**src/erg_pkg.sv**
```systemverilog
// ----------------------------------------------------------------------------
// erg_pkg
// Shared types and constants of the Euclidean rhythm generator.
// ----------------------------------------------------------------------------
`default_nettype none

package erg_pkg;

   // configuration register file
   localparam int unsigned CSR_W     = 7;
   localparam int unsigned CSR_IDX_W = 1;

   localparam logic [CSR_IDX_W-1:0] CSR_STEP_COUNT = 1'b0;
   localparam logic [CSR_IDX_W-1:0] CSR_HIT_COUNT  = 1'b1;

   localparam logic [CSR_W-1:0] STEP_COUNT_RESET = 7'd16;
   localparam logic [CSR_W-1:0] HIT_COUNT_RESET  = 7'd4;

   // stream payload widths
   localparam int unsigned ROT_W      = 6;
   localparam int unsigned REQ_DATA_W = 8;
   localparam int unsigned MASK_W     = 64;
   localparam int unsigned RSP_USER_W = 1;

   typedef enum logic [3:0] {
      ST_IDLE   = 4'b0001,
      ST_GROUP  = 4'b0010,
      ST_LAYOUT = 4'b0100,
      ST_EMIT   = 4'b1000
   } erg_state_type;

endpackage

`default_nettype wire

```
**src/erg_shift_unit.sv**
```systemverilog
// ----------------------------------------------------------------------------
// erg_shift_unit
// Shared left barrel shifter; a shift by the full width or more gives zero.
// ----------------------------------------------------------------------------
`default_nettype none

module erg_shift_unit #(
   parameter int unsigned WIDTH = 64,
   parameter int unsigned AMT_W = 7
) (
   input  wire logic [WIDTH-1:0] shift_src,
   input  wire logic [AMT_W-1:0] shift_amt,
   output logic      [WIDTH-1:0] shift_res
);

   always_comb begin
      if (32'(shift_amt) >= WIDTH) begin
         shift_res = '0;
      end else begin
         shift_res = shift_src << shift_amt;
      end
   end

endmodule

`default_nettype wire

```
**src/euclidean_rhythm_generator.sv**
```systemverilog
// ----------------------------------------------------------------------------
// euclidean_rhythm_generator
// Bjorklund grouping of hits over steps, read out with a per-request rotation.
// ----------------------------------------------------------------------------
// csr_* writes step_count (index 0) and hit_count (index 1); the user must
// write them only while idle, the block does not enforce it. req_* carries
// one rotation per transaction in req_tdata[5:0]; rsp_* returns the rotated
// mask in rsp_tdata and the rotation error in rsp_tuser[0] (mask zero on
// error). req_tready is high only in the idle state. The shared shifter
// runs one grouping round per cycle (at most steps-2 rounds), lays out one
// group per cycle (at most steps groups), then builds the rotated mask in
// the emit state; rounds plus groups never exceed steps. An error, zero
// hits or full hits skip the grouping and layout and go straight to emit.
// The result sits in an output register; a new request is accepted while it
// waits and holds in the emit state until the register frees. Reset is
// synchronous, active high: 16 steps, 4 hits, no result pending.
// ----------------------------------------------------------------------------
`default_nettype none

module euclidean_rhythm_generator #(
   parameter int unsigned MAX_STEPS = 64
) (
   input  wire logic                                clock,
   input  wire logic                                reset,
   // configuration
   input  wire logic                                csr_wr_en,
   input  wire logic [erg_pkg::CSR_IDX_W-1:0]       csr_index,
   input  wire logic [erg_pkg::CSR_W-1:0]           csr_wdata,
   // request stream
   input  wire logic                                req_tvalid,
   output logic                                     req_tready,
   input  wire logic [erg_pkg::REQ_DATA_W-1:0]      req_tdata,   // [5:0] rotation
   // response stream
   output logic                                     rsp_tvalid,
   input  wire logic                                rsp_tready,
   output logic      [erg_pkg::MASK_W-1:0]          rsp_tdata,   // [63:0] pattern_mask
   output logic      [erg_pkg::RSP_USER_W-1:0]      rsp_tuser    // [0] rotation_error
);

   localparam int unsigned PW    = MAX_STEPS;
   localparam int unsigned CNT_W = $clog2(MAX_STEPS + 1);
   localparam logic [CNT_W-1:0] MAX_CNT = CNT_W'(MAX_STEPS);
   localparam logic [CNT_W-1:0] ONE_CNT = CNT_W'(1);

   // configuration registers
   logic [erg_pkg::CSR_W-1:0] step_count_ff, step_count_in;
   logic [erg_pkg::CSR_W-1:0] hit_count_ff, hit_count_in;

   // sequencer and datapath
   erg_pkg::erg_state_type state_ff, state_in;
   logic [CNT_W-1:0]         steps_ff, steps_in;
   logic [erg_pkg::ROT_W-1:0] rot_ff, rot_in;
   logic                     err_ff, err_in;
   logic [PW-1:0]            win_ff, win_in;
   logic [PW-1:0]            fbits_ff, fbits_in;
   logic [PW-1:0]            rbits_ff, rbits_in;
   logic [CNT_W-1:0]         flen_ff, flen_in;
   logic [CNT_W-1:0]         rlen_ff, rlen_in;
   logic [CNT_W-1:0]         fcnt_ff, fcnt_in;
   logic [CNT_W-1:0]         rcnt_ff, rcnt_in;
   logic [PW-1:0]            pat_ff, pat_in;

   // output register
   logic                      rsp_valid_ff, rsp_valid_in;
   logic [erg_pkg::MASK_W-1:0] rsp_data_ff, rsp_data_in;
   logic                      rsp_err_ff, rsp_err_in;

   // shared shifter
   logic [PW-1:0]    shift_src;
   logic [CNT_W-1:0] shift_amt;
   logic [PW-1:0]    shift_res;

   erg_shift_unit #(
      .WIDTH (PW),
      .AMT_W (CNT_W)
   ) u_shift (
      .shift_src (shift_src),
      .shift_amt (shift_amt),
      .shift_res (shift_res)
   );

   // effective step and hit counts
   logic [CNT_W-1:0]          eff_steps;
   logic [CNT_W-1:0]          eff_hits;
   logic [erg_pkg::ROT_W-1:0] req_rot;
   logic                      req_err;
   logic                      req_fire;
   logic                      out_free;
   logic [PW-1:0]             win_ones;
   logic [PW-1:0]             rot_mask;

   assign req_rot  = req_tdata[erg_pkg::ROT_W-1:0];
   assign req_fire = req_tvalid && req_tready;
   assign out_free = !rsp_valid_ff || rsp_tready;
   assign win_ones = ~(PW'(0));

   always_comb begin
      if (step_count_ff > erg_pkg::CSR_W'(MAX_STEPS)) begin
         eff_steps = MAX_CNT;
      end else if (step_count_ff == '0) begin
         eff_steps = ONE_CNT;
      end else begin
         eff_steps = CNT_W'(step_count_ff);
      end
      if (hit_count_ff > erg_pkg::CSR_W'(eff_steps)) begin
         eff_hits = eff_steps;
      end else begin
         eff_hits = CNT_W'(hit_count_ff);
      end
      req_err = (erg_pkg::CSR_W'(req_rot) >= erg_pkg::CSR_W'(eff_steps));
   end

   // shifter source select follows the state
   always_comb begin
      case (state_ff)
         erg_pkg::ST_GROUP: begin
            shift_src = rbits_ff;
            shift_amt = flen_ff;
         end
         erg_pkg::ST_LAYOUT: begin
            shift_src = pat_ff;
            shift_amt = (rcnt_ff != '0) ? rlen_ff : flen_ff;
         end
         erg_pkg::ST_EMIT: begin
            shift_src = pat_ff;
            shift_amt = steps_ff - CNT_W'(rot_ff);
         end
         default: begin
            shift_src = win_ones;
            shift_amt = eff_steps;
         end
      endcase
   end

   assign rot_mask = ((pat_ff >> rot_ff) | shift_res) & win_ff;

   always_comb begin
      state_in     = state_ff;
      steps_in     = steps_ff;
      rot_in       = rot_ff;
      err_in       = err_ff;
      win_in       = win_ff;
      fbits_in     = fbits_ff;
      rbits_in     = rbits_ff;
      flen_in      = flen_ff;
      rlen_in      = rlen_ff;
      fcnt_in      = fcnt_ff;
      rcnt_in      = rcnt_ff;
      pat_in       = pat_ff;
      rsp_valid_in = rsp_valid_ff && !rsp_tready;
      rsp_data_in  = rsp_data_ff;
      rsp_err_in   = rsp_err_ff;
      req_tready   = (state_ff == erg_pkg::ST_IDLE);

      case (state_ff)
         erg_pkg::ST_IDLE: begin
            if (req_fire) begin
               steps_in = eff_steps;
               rot_in   = req_rot;
               err_in   = req_err;
               // in idle the shifter gives ones above the window
               win_in   = ~shift_res;
               fbits_in = PW'(1);
               rbits_in = '0;
               flen_in  = ONE_CNT;
               rlen_in  = ONE_CNT;
               fcnt_in  = eff_hits;
               rcnt_in  = eff_steps - eff_hits;
               pat_in   = '0;
               if (req_err || eff_hits == '0) begin
                  state_in = erg_pkg::ST_EMIT;
               end else if (eff_hits == eff_steps) begin
                  pat_in   = ~shift_res;
                  state_in = erg_pkg::ST_EMIT;
               end else begin
                  state_in = erg_pkg::ST_GROUP;
               end
            end
         end
         erg_pkg::ST_GROUP: begin
            if (rcnt_ff > ONE_CNT) begin
               fbits_in = fbits_ff | shift_res;
               flen_in  = flen_ff + rlen_ff;
               fcnt_in  = (fcnt_ff < rcnt_ff) ? fcnt_ff : rcnt_ff;
               if (fcnt_ff > rcnt_ff) begin
                  rbits_in = fbits_ff;
                  rlen_in  = flen_ff;
                  rcnt_in  = fcnt_ff - rcnt_ff;
               end else begin
                  rcnt_in  = rcnt_ff - fcnt_ff;
               end
            end else begin
               state_in = erg_pkg::ST_LAYOUT;
            end
         end
         erg_pkg::ST_LAYOUT: begin
            // built from the last group down so the first group lands at bit 0
            if (rcnt_ff != '0) begin
               pat_in  = shift_res | rbits_ff;
               rcnt_in = rcnt_ff - ONE_CNT;
            end else if (fcnt_ff != '0) begin
               pat_in  = shift_res | fbits_ff;
               fcnt_in = fcnt_ff - ONE_CNT;
            end else begin
               state_in = erg_pkg::ST_EMIT;
            end
         end
         erg_pkg::ST_EMIT: begin
            if (out_free) begin
               rsp_valid_in = 1'b1;
               rsp_err_in   = err_ff;
               rsp_data_in  = err_ff ? '0 : erg_pkg::MASK_W'(rot_mask);
               state_in     = erg_pkg::ST_IDLE;
            end
         end
         default: begin
            state_in = erg_pkg::ST_IDLE;
         end
      endcase
   end

   always_comb begin
      step_count_in = step_count_ff;
      hit_count_in  = hit_count_ff;
      if (csr_wr_en) begin
         case (csr_index)
            erg_pkg::CSR_STEP_COUNT: step_count_in = csr_wdata;
            erg_pkg::CSR_HIT_COUNT:  hit_count_in  = csr_wdata;
            default: begin
               step_count_in = step_count_ff;
            end
         endcase
      end
   end

   always_ff @(posedge clock) begin
      if (reset) begin
         state_ff      <= erg_pkg::ST_IDLE;
         rsp_valid_ff  <= 1'b0;
         step_count_ff <= erg_pkg::STEP_COUNT_RESET;
         hit_count_ff  <= erg_pkg::HIT_COUNT_RESET;
      end else begin
         state_ff      <= state_in;
         rsp_valid_ff  <= rsp_valid_in;
         step_count_ff <= step_count_in;
         hit_count_ff  <= hit_count_in;
      end
   end

   always_ff @(posedge clock) begin
      steps_ff    <= steps_in;
      rot_ff      <= rot_in;
      err_ff      <= err_in;
      win_ff      <= win_in;
      fbits_ff    <= fbits_in;
      rbits_ff    <= rbits_in;
      flen_ff     <= flen_in;
      rlen_ff     <= rlen_in;
      fcnt_ff     <= fcnt_in;
      rcnt_ff     <= rcnt_in;
      pat_ff      <= pat_in;
      rsp_data_ff <= rsp_data_in;
      rsp_err_ff  <= rsp_err_in;
   end

   assign rsp_tvalid = rsp_valid_ff;
   assign rsp_tdata  = rsp_data_ff;
   assign rsp_tuser  = erg_pkg::RSP_USER_W'(rsp_err_ff);

`ifndef SYNTHESIS
   // an error transaction never carries a mask
   a_err_zero_mask: assert property (@(posedge clock) disable iff (reset)
      (rsp_valid_ff && rsp_err_ff) |-> (rsp_data_ff == '0))
      else $error("rotation error with non-zero mask");

   // grouping keeps the total length equal to the step count
   a_group_length: assert property (@(posedge clock) disable iff (reset)
      (state_ff == erg_pkg::ST_GROUP) |->
      ((16'(fcnt_ff) * 16'(flen_ff) + 16'(rcnt_ff) * 16'(rlen_ff)) == 16'(steps_ff)))
      else $error("group lengths do not cover the steps");

   // no more hits than steps in a returned mask
   a_mask_ones: assert property (@(posedge clock) disable iff (reset)
      (rsp_valid_ff && state_ff != erg_pkg::ST_EMIT) |->
      ($countones(rsp_data_ff) <= 32'(steps_ff)))
      else $error("mask has more hits than steps");

   // a response is loaded only when the output register is free
   a_no_overwrite: assert property (@(posedge clock) disable iff (reset)
      (rsp_valid_ff && !rsp_tready) |=> (rsp_valid_ff && $stable(rsp_data_ff)))
      else $error("pending response overwritten");
`endif

endmodule

`default_nettype wire
```
**config.mk**
```make
export PLATFORM = sky130hd
export DESIGN_NAME = euclidean_rhythm_generator
export DESIGN_NICKNAME = d
export VERILOG_FILES = /design/src/erg_pkg.sv /design/src/erg_shift_unit.sv /design/src/euclidean_rhythm_generator.sv
export SDC_FILE = /design/constraint.sdc
export NUM_CORES = 1
export LEC_CHECK = 0
export ABC_CLOCK_PERIOD_IN_PS = 14000
export BUFFER_PORTS_ARGS = -buffer_cell sky130_fd_sc_hd__buf_2
export CORE_ASPECT_RATIO = 1.4
export CORE_MARGIN = 8
export CORE_UTILIZATION = 55
export DETAILED_ROUTE_END_ITERATION = 10
export PLACE_DENSITY = 0.72
export SYNTH_ARGS = -nofsm -noshare
export SYNTH_HDL_FRONTEND = slang
export SYNTH_HIERARCHICAL = 1
export SYNTH_SLANG_ARGS = --single-unit
```
**constraint.sdc**
```tcl
create_clock -name clock -period 14 [get_ports clock]
set_input_delay 2.8 -clock clock [delete_from_list [all_inputs] [get_ports clock]]
set_output_delay 2.8 -clock clock [all_outputs]
set_load 0.005 [all_outputs]
```
# == Word-level counts from Yosys, hierarchy flattened ==
# Index checks and enable logic that the tools add are counted.
# classes
shift,2
n_bitwise,6
n_eq_ne,16
reduce_logical,24
muxes,47
magnitude_cmp,7
addsub,7
# ops
operator,count
$mux 64,11
$pmux 64 s2,4
$or 64x64->64,3
$mux 7,17
$and 64x64->64,1
$not 64->64,1
$shl 64x7->64,1
$shr 64x6->64,1
$pmux 7 s3,3
$mux 4,7
$pmux 7 s2,2
$sub 7x7->7,3
$ne 2x2->1 const B,9
$pmux 4 s4,1
$gt 7x7->1,2
$logic_not 7->1,2
$reduce_bool 7->1,2
$sub 7x1->7 const B,2
$reduce_and 2->1,4
$reduce_and 4->1,2
$add 7x7->7,1
$eq 7x7->1,1
$ge 6x7->1,1
$ge 7x7->1 const B,1
other kinds (21),27
# totals
regBits,382
out_inout_bits,67
wordCells,126

# == Logic depth before layout (Yosys ltp) ==
# Gate-level depths: netlist (run 1).
# logic_depth
ltp_word,11
ltp_mapped,23
mapped_depth_nobuf,19

# == Hierarchy ==
# The synthesis (run 1) kept the hierarchy.
# modules_own_cells
module,n_inst,seq_area_each_um2,area_each_um2,cells_each
euclidean_rhythm_generator,1,11280.8,22713.0,2218
erg_shift_unit,1,0.0,4848.4,528

# == Worst setup path after synthesis (run 1) ==
# OpenSTA, ideal clock, no wires.
# synth_timing
path_kind,input port to flip-flop
from,input req_tvalid
to,register rbits_ff[0] (enable)
stages,3
setup_time_ns,0.437
arrival_ns,10.231
setup_slack_ns,3.332
path_buffers,0
path_cell_list,nand2_1 -> a21boi_0 -> and2_1
# synth_between
elab_chain_cells,3
# synth_lines
item,line,rtl
start: declaration,euclidean_rhythm_generator.sv:30,"input wire logic req_tvalid,"
$logic_and 1x1->1,euclidean_rhythm_generator.sv:93,assign req_fire = req_tvalid && req_tready;
$ne 2x1->1 (no line),--,
$reduce_and 4->1 (no line),--,
end signal: assignment,euclidean_rhythm_generator.sv:256,rbits_ff <= rbits_in;
end: declaration,euclidean_rhythm_generator.sv:56,"logic [PW-1:0] rbits_ff, rbits_in;"
# Every way passes these cells.
# A chain may end at the register's enable or synchronous reset.

# == Worst setup path in the final report (run 1) ==
# layout_timing
from,register rcnt_ff[1]
to,register pat_ff[63] (data pin)
# layout_between
elab_chain_cells,10
word_cells_on_any_way,15
cone_classes,1 x order compare; 1 x shift; 9 x mux; 3 x bitwise; 1 x reduce/logical
# layout_lines
item,line,rtl
start: declaration,euclidean_rhythm_generator.sv:60,"logic [CNT_W-1:0] rcnt_ff, rcnt_in;"
start signal: assignment,euclidean_rhythm_generator.sv:260,rcnt_ff <= rcnt_in;
$reduce_bool 7->1 *,euclidean_rhythm_generator.sv:122,shift_amt = (rcnt_ff != '0) ? rlen_ff : flen_ff;
$mux 7 *,euclidean_rhythm_generator.sv:122,
$pmux 7 s3 *,euclidean_rhythm_generator.sv:115,case (state_ff)
named net shift_amt[0],euclidean_rhythm_generator.sv:70,logic [CNT_W-1:0] shift_amt;
$shl 64x7->64 or $ge 7x7->1 (tied branches),"erg_shift_unit.sv:20, erg_shift_unit.sv:17",
$mux 64 *,erg_shift_unit.sv:17,if (32'(shift_amt) >= WIDTH) begin
named net shift_res[63],euclidean_rhythm_generator.sv:71,logic [PW-1:0] shift_res;
$not 64->64,euclidean_rhythm_generator.sv:173,pat_in = ~shift_res;
$mux 64,euclidean_rhythm_generator.sv:172,end else if (eff_hits == eff_steps) begin
$mux 64,euclidean_rhythm_generator.sv:170,if (req_err || eff_hits == '0) begin
$mux 64,euclidean_rhythm_generator.sv:157,if (req_fire) begin
$pmux 64 s2 *,euclidean_rhythm_generator.sv:155,case (state_ff)
named net pat_in[63],euclidean_rhythm_generator.sv:61,"logic [PW-1:0] pat_ff, pat_in;"
end signal: assignment,euclidean_rhythm_generator.sv:261,pat_ff <= pat_in;
end: declaration,euclidean_rhythm_generator.sv:61,
# The timed path passes the listed nets; every way through them passes the cells marked *. The select of a mux whose other input is x is not followed.

==> impl_results.md, run 1 <==
* Routability cong. at about 1.1
* Setup Buffers After CTS at 0
* Final Critical Period at a little over 7 ns
* Routed vias at around 25k
* Mapped Area at between 20,000 and 30,000 um2
* Critical Path Max Stage Delay at approximately 0.82 ns
* Post-synth top area share at between 30% and 40%
* IR drop worst, VDD at approximately 120 uV
* Sequential cell area at ~11,000 um2
* PD cells at ~140 nW/um2
* I/O Buffers at 85
* Commonest cells in the netlist: edfxtp_1, nand2_1, nor2_1
* Total of max-cap violations at 1
* Nets at roughly 2.8k
* Hold endpoint: step_count_ff[4]$_SDFFE_PP1P_
* Simple-gate share of the synthesized area at around 17%
* Leading area contributor after synthesis: edfxtp_1
* Hold Path Class: reg -> reg
* Gr busiest metal: met2
* Cell depth of the worst hold path at 1
* CP Class: reg -> reg
* Synth Warn # at 6
* Status: finished with violations
* Startpoint of the worst-slack reg-to-reg timing path: rcnt_ff[1]$_DFFE_PP_
* Leak at 0.0109 uW
* Synth Area in XOR/XNOR at 0.953%
* CTS tree: yes
* Most instantiated library cell after synthesis: edfxtp_1
* Skew-Pair Late Insertion Delay at around 0.57 ns
* CTS root buf: clkbuf_16
* Drt drc at 0
* Met1 Use GR at between 40 and 50%
* Crit path cell chain: inv_1 -> ha_1 -> nand3_2 -> o21ai_1 -> a221oi_1 -> o21ai_4 -> buf_4 -> buf_4 -> mux4_1 -> mux2i_1 -> o22ai_1 -> a221oi_1 -> o21ai_0 -> inv_1 -> and3_1 -> o22ai_1
* Length in cells of the worst reg-to-reg path at 16
* Non-Filler Instances at 3,397
* Sequential area share after synthesis at about two fifths
* Highest clock rate at roughly 140 MHz
* Max-slew headroom at 1.14%
* Number of synthesized flops with an enable pin at roughly 360
* Largest net degree at the start of global routing at 89
* Yosys cell types at 85
* M2 GR Usage at 61.5%
* Starting Density at a little under three fifths
* CTS sink count at approximately 380
* FF-to-FF End: pat_ff[63]$_DFFE_PP_
* Hold_sp: step_count_ff[4]$_SDFFE_PP1P_
* Longest Clk Path Bufs at 3
* Worst-path fanout max at 52
* Die area at 57,600 um2
* Post-synthesis compound-gate area fraction at around 16%
* Core area at 49,800 um2
* Worst Setup Start Kind: flip-flop
* Global Route Usage Sum at about two fifths
* Row count at 97
* Layout area overhead at 7.08%
* Setup Viol. Count Final at 0
* Avg Inst Size Synth at between 10 and 15 um2
* Layout cells sized above 1 at between 10% and 20%
* DRT Wirelength at approximately 110,000 um
* Failing checks: max-capacitance violations
* Post-Syn Nets at about 2.8k
* Final worst-path cycle share at ~51%
* DIE WIDTH at slightly above 200 um
* Via count of the first global-routing pass at about 24k
* Top post-synthesis cells by area: edfxtp_1, mux4_2, nand2_1, mux2i_1, nor2_1
* Filler cells at approximately 4.2k
* DRT antenna net count at 0
* Drt wl/cell at between 30 and 40 um
* Setup TNS at 0 ns
* Largest family of logic cells by synthesized area: multiplexers
* Max-slew violation count at 0
* Least-Margin Pin Slew at about 1.5 ns
* Critical Path Sink Type: flip-flop
* Adder-Cell Fraction of Synth Area at approximately 2.5%
* Req. time, crit path at 14.29 ns
* Met3 Use GR at between 8 and 9%
* Area of the multi-input gates at 14,900 um2
* 1st-iter DRT viols at 3,226
* CP max-delay cell: a221oi_1
* Flop2flop setup slack at 6.87 ns
* Drt first pass iters at 6
* Post-DP HPWL at about 80,000 um
* Synthesized flop and latch total at roughly 380
* Vias/cell at 7.25
* Die H at 281 um
* Main synth FF type: edfxtp_1
* FFs w/ async S/R, synth at 0%
* RSZ-0062 raised after global routing: no
* Cells after DPL at between 3k and 4k
* Clock-pin slew on the worst setup and hold paths at approximately 0.06 ns
* GRT overflow at 0
* Cells after synthesis at about 2.7k
* Multiplexer share of the synthesized area at between 15 and 20%
* Hold Buf Count CTS at 0
* I/O pin total at 88
* First-pass GRT wire length at 163,000 um
* CTS H-tree lvls at 2
* Hold Violations, Final at 0
* CTS Buf Count at 38
* Crit path arrival time at between 7 and 8 ns
* CTS resizes at 0
* Clock Skew at 0.0132 ns
* Initial antenna violation count at 3
## cells by family after synthesis
kind of cell / Yosys count
AO/OA/AOI/OAI: 634
XOR/XNOR: 30
adder cells (fa/ha/maj): 53
buffers and inverters: 324
flip-flops: 382
multiplexers: 335
AND/OR/NAND/NOR: 988
## power breakdown
part           internal [uW]  total [uW]  switching (uW)
Clock                    544         992             449
Combinational            493        1550            1060
Sequential              1450        1570             117
Total                   2490        4110            1620
## sequential cells by signal, indices dropped and copies added (netlist names)
name and flops:
err_ff 1, fbits_ff 64, fcnt_ff 7, flen_ff 7, hit_count_ff 7, pat_ff 64
rbits_ff 64, rcnt_ff 7, rlen_ff 7, rot_ff 6, rsp_tdata 64, rsp_tuser 1
rsp_tvalid 1, state_ff 4, step_count_ff 7, steps_ff 7, win_ff 64
## per-stage QoR
step | hold WS [ns] | setup slack (ns) | total power [uW] | instance area (um2) | util [%]
after global placement | 0.468 | 7.19 | 3030 | 28400 | 57.0
after detailed placement | 0.467 | 7.15 | 3060 | 28400 | 57.0
after CTS | 0.482 | 7.09 | 4040 | 29500 | 59.3
after floorplan | 0.424 | 3.33 | 2510 | 27600 | -
after global routing | 0.524 | 6.75 | 4220 | 29500 | 59.3
final | 0.481 | 6.87 | 4110 | 29500 | 59.3
## worst max-delay path by stage
stage / from / depth (start not counted) / slack, ns / end
2_1_floorplan: req_tvalid / 3 / 3.33 / rbits_ff[0]$_SDFFCE_PN0P_
3_3_place_gp: rcnt_ff[1]$_DFFE_PP_ / 16 / 7.19 / pat_ff[61]$_DFFE_PP_
3_5_place_dp: rcnt_ff[1]$_DFFE_PP_ / 16 / 7.15 / pat_ff[61]$_DFFE_PP_
4_1_cts: rcnt_ff[1]$_DFFE_PP_ / 16 / 7.09 / pat_ff[61]$_DFFE_PP_
5_1_grt: rcnt_ff[1]$_DFFE_PP_ / 16 / 6.75 / pat_ff[61]$_DFFE_PP_
6_report: rcnt_ff[1]$_DFFE_PP_ / 16 / 6.87 / pat_ff[63]$_DFFE_PP_
## routing by layer
| layer | vias up | share of wire, % |
|---|---|---|
| li1 | 10300 | - |
| met1 | 11800 | 32 |
| met2 | 1971 | 46 |
| met3 | 468 | 12 |
| met4 | 2 | 9.9 |
| met5 | - | 0.014 |
## area by class of cell
cell class              instances  area share, %
multi-input cells            2040           50.6
flip-flops and latches        382           38.2
inverters                     115           1.47
well taps                     643           2.73
clock buffers                  50           3.55
repair buffers                150           3.09
diodes                          2         0.0170
clock inverters                15          0.348
## critical path: cells and delay by family, from the launching register on
kind                     cells  cell delay [ns]
multiplexers                 2             1.06
flip-flops                   1             0.50
AND/OR/NAND/NOR              2             0.31
adder cells (fa/ha/maj)      1             0.28
buffers and inverters        4             1.84
AO/OA/AOI/OAI                7             2.80
## cells in the final DEF (no fill, tap or decap), types with 24 or more instances in the layout
| cell type | n |
|---|---|
| nor2_1 | 275 |
| o21ai_0 | 71 |
| nor3_1 | 29 |
| o22ai_1 | 87 |
| mux2i_1 | 134 |
| nor2b_1 | 24 |
| edfxtp_1 | 363 |
| nor3b_1 | 29 |
| mux2_2 | 80 |
| buf_2 | 85 |
| inv_1 | 106 |
| a22oi_1 | 88 |
| clkbuf_16 | 39 |
| nand2_1 | 359 |
| and2_1 | 77 |
| and3_1 | 87 |
| nand3_1 | 36 |
| a21oi_1 | 124 |
| ha_1 | 48 |
| a211oi_1 | 25 |
| mux4_2 | 103 |
| buf_4 | 65 |
No activity file was read; power rests on OpenSTA's default activity.
==> run 2: changes to the inputs <==
--- a/config.mk
+++ b/config.mk
@@ -5,13 +5,13 @@
 export SDC_FILE = /design/constraint.sdc
 export NUM_CORES = 1
 export LEC_CHECK = 0
-export ABC_CLOCK_PERIOD_IN_PS = 14000
+export ABC_CLOCK_PERIOD_IN_PS = 6480
 export BUFFER_PORTS_ARGS = -buffer_cell sky130_fd_sc_hd__buf_2
 export CORE_ASPECT_RATIO = 1.4
 export CORE_MARGIN = 8
 export CORE_UTILIZATION = 55
 export DETAILED_ROUTE_END_ITERATION = 10
-export PLACE_DENSITY = 0.72
+export PLACE_DENSITY = 0.75
 export SYNTH_ARGS = -nofsm -noshare
 export SYNTH_HDL_FRONTEND = slang
 export SYNTH_HIERARCHICAL = 1
==> constraint.sdc (replaced) <==
create_clock -name clock -period 6.48 [get_ports clock]
set_input_delay 1.296 -clock clock [delete_from_list [all_inputs] [get_ports clock]]
set_output_delay 1.296 -clock clock [all_outputs]
set_load 0.005 [all_outputs]
==> impl_results.md, run 2 (same netlist as run 1, synthesis figures left out) <==
* Status: finished clean
* Commonest non-fill, non-tap cell in the layout: edfxtp_1
* Setup Viol. Count Final at 0
* Seq pwr share at a little under two fifths
* CTS sink count at ~380
* Startpoint of the worst-slack reg-to-reg timing path: rcnt_ff[1]$_DFFE_PP_
* Met1 Use GR at between 40 and 50%
* DRT Wirelength at approximately 120,000 um
* DP Worst Slack at roughly 0.94 ns
* Worst Setup Start Kind: flip-flop
* Max-slew violation count at 0
* Initial antenna violation count at 4
* Drt wl/cell at between 30 and 40 um
* Req. time, crit path at around 6.8 ns
* Die H at around 280 um
* Routed vias at around 25k
* Hold Violations, Final at 0
* Comb pwr share at approximately 37%
* Sw frac at 39.2%
* Hold Path Class: reg -> reg
* Hold Buf Count CTS at 0
* Layout area overhead at 8.40%
* RSZ-0062 raised after global routing: no
* Starting Density at between 50 and 60%
* Total of max-cap violations at 0
* Clock Skew at around 0.03 ns
* CTS tree: yes
* Drt drc at 0
* Least-Margin Pin Slew at about 1.3 ns
* Core area at about 50,000 um2
* Worst-path fanout max at 28
* CP Class: reg -> reg
* Nets at ~2.8k
* Hold_sp: hit_count_ff[3]$_SDFFE_PP0P_
* Final Critical Period at about 5.8 ns
* PD cells at 308 nW/um2
* Clock-pin slew on the worst setup and hold paths at 0.07 ns
* Largest net degree at the start of global routing at 67
* Routability cong. at 1.03
* First-pass GRT wire length at around 170,000 um
* Final worst-path cycle share at between 80% and 90%
* Setup Buffers After CTS at 0
* IR drop worst, VDD at around 230 uV
* PnR worst setup slack at between 0.7 and 0.8 ns
* Vias/cell at about 7
* Critical Path Sink Type: flip-flop
* Longest Clk Path Bufs at 3
* M2 GR Usage at about three fifths
* Clock power share at 26.0%
* Met3 Use GR at about 9.0%
* Global Route Usage Sum at about two fifths
* DRT antenna net count at 0
* Skew-Pair Late Insertion Delay at roughly 0.6 ns
* Die area at 57,600 um2
* 1st-iter DRT viols at 3,363
* Crit path arrival time at between 6 and 7 ns
* Layout cells sized above 1 at 16.7%
* I/O Buffers at 85
* Gr busiest metal: met2
* Max-slew headroom at approximately 14%
* Highest clock rate at ~170 MHz
* CTS root buf: clkbuf_16
* Int Power at ~5600 uW
* Post-DP HPWL at between 80,000 and 90,000 um
* Most frequent cells in the layout: edfxtp_1, nand2_1, nor2_1, mux2i_1, a21oi_1
* I/O pin total at between 80 and 90
* CTS Buf Count at 38
* GRT overflow at 0
* CTS resizes at 0
* Leak at roughly 0.011 uW
* Row count at just under 100
* Beginning of the critical path: rcnt_ff[1]$_DFFE_PP_
* CTS H-tree lvls at 2
* P_sw at around 3600 uW
* Setup TNS at 0 ns
* Drt first pass iters at 6
* DIE WIDTH at a little over 200 um
* Via count of the first global-routing pass at approximately 24k
-- run 2: changes by cell type in the layout (fill, tap and decap cells not counted), sizes merged --
cell,previous run,this run
clkbuf,50,46
diode,2,3
inv,113,112
buf,150,173
clkinv,14,20
bufinv,1,6
-- run 2: final timing paths --
path,end,slack (ns),depth (start not counted)
setup / recovery,rsp_tdata[23]$_SDFFCE_PP0P_,0.72,14
hold / removal,hit_count_ff[3]$_SDFFE_PP0P_,0.51,2
setup reg to reg,rsp_tdata[23]$_SDFFCE_PP0P_,0.72,14
hold reg to reg,hit_count_ff[3]$_SDFFE_PP0P_,0.51,2
-- run 2: final cells by class --
cell class	count	area, um2
fill	4149	19900
multi-input combinational	2040	14900
sequential	382	11300
timing repair buffer	174	1130
clock buffer	45	998
tap	643	805
inverter	115	433
clock inverter	25	304
antenna	3	7.51
-- run 2: power by group through the flow --
stage          registers (uW)  logic, uW  clock network (uW)
3_5_place_dp             3410       3260                   0
2_1_floorplan            3320       2100                   0
6_report                 3390       3420                2390
5_1_grt                  3410       3540                2470
4_1_cts                  3370       3280                2400
3_3_place_gp             3400       3210                   0
-- run 2: routing by layer --
metal,up-vias,part of all wire (%)
li1,10400,-
met1,11800,33
met2,1979,45
met3,463,12
met4,0,10
met5,-,0
-- run 2: worst max-delay path, cell delays in order, from the launching register on --
cell and delay [ns]:
edfxtp_1 0.52, inv_1 0.23, ha_1 0.29, nand3_2 0.15
o21ai_1 0.56, a221oi_1 0.27, o21ai_4 0.46, buf_4 0.33
mux4_2 0.56, mux2_2 0.36, mux2i_1 0.69, o22a_1 0.26
nor2_1 0.11, a211oi_1 0.57, nor3b_1 0.12
-- run 2: metrics by stage --
stage	cell area, um2	hold WS [ns]	std cells	total power (uW)	util [%]
floorplan	27600	0.424	2746	5410	-
global placement	28600	0.463	3353	6620	57.4
detailed placement	28600	0.495	3353	6680	57.4
CTS	29900	0.505	3423	9040	60.0
global route	29900	0.521	3424	9420	60.0
finish	29900	0.508	3427	9190	60.0
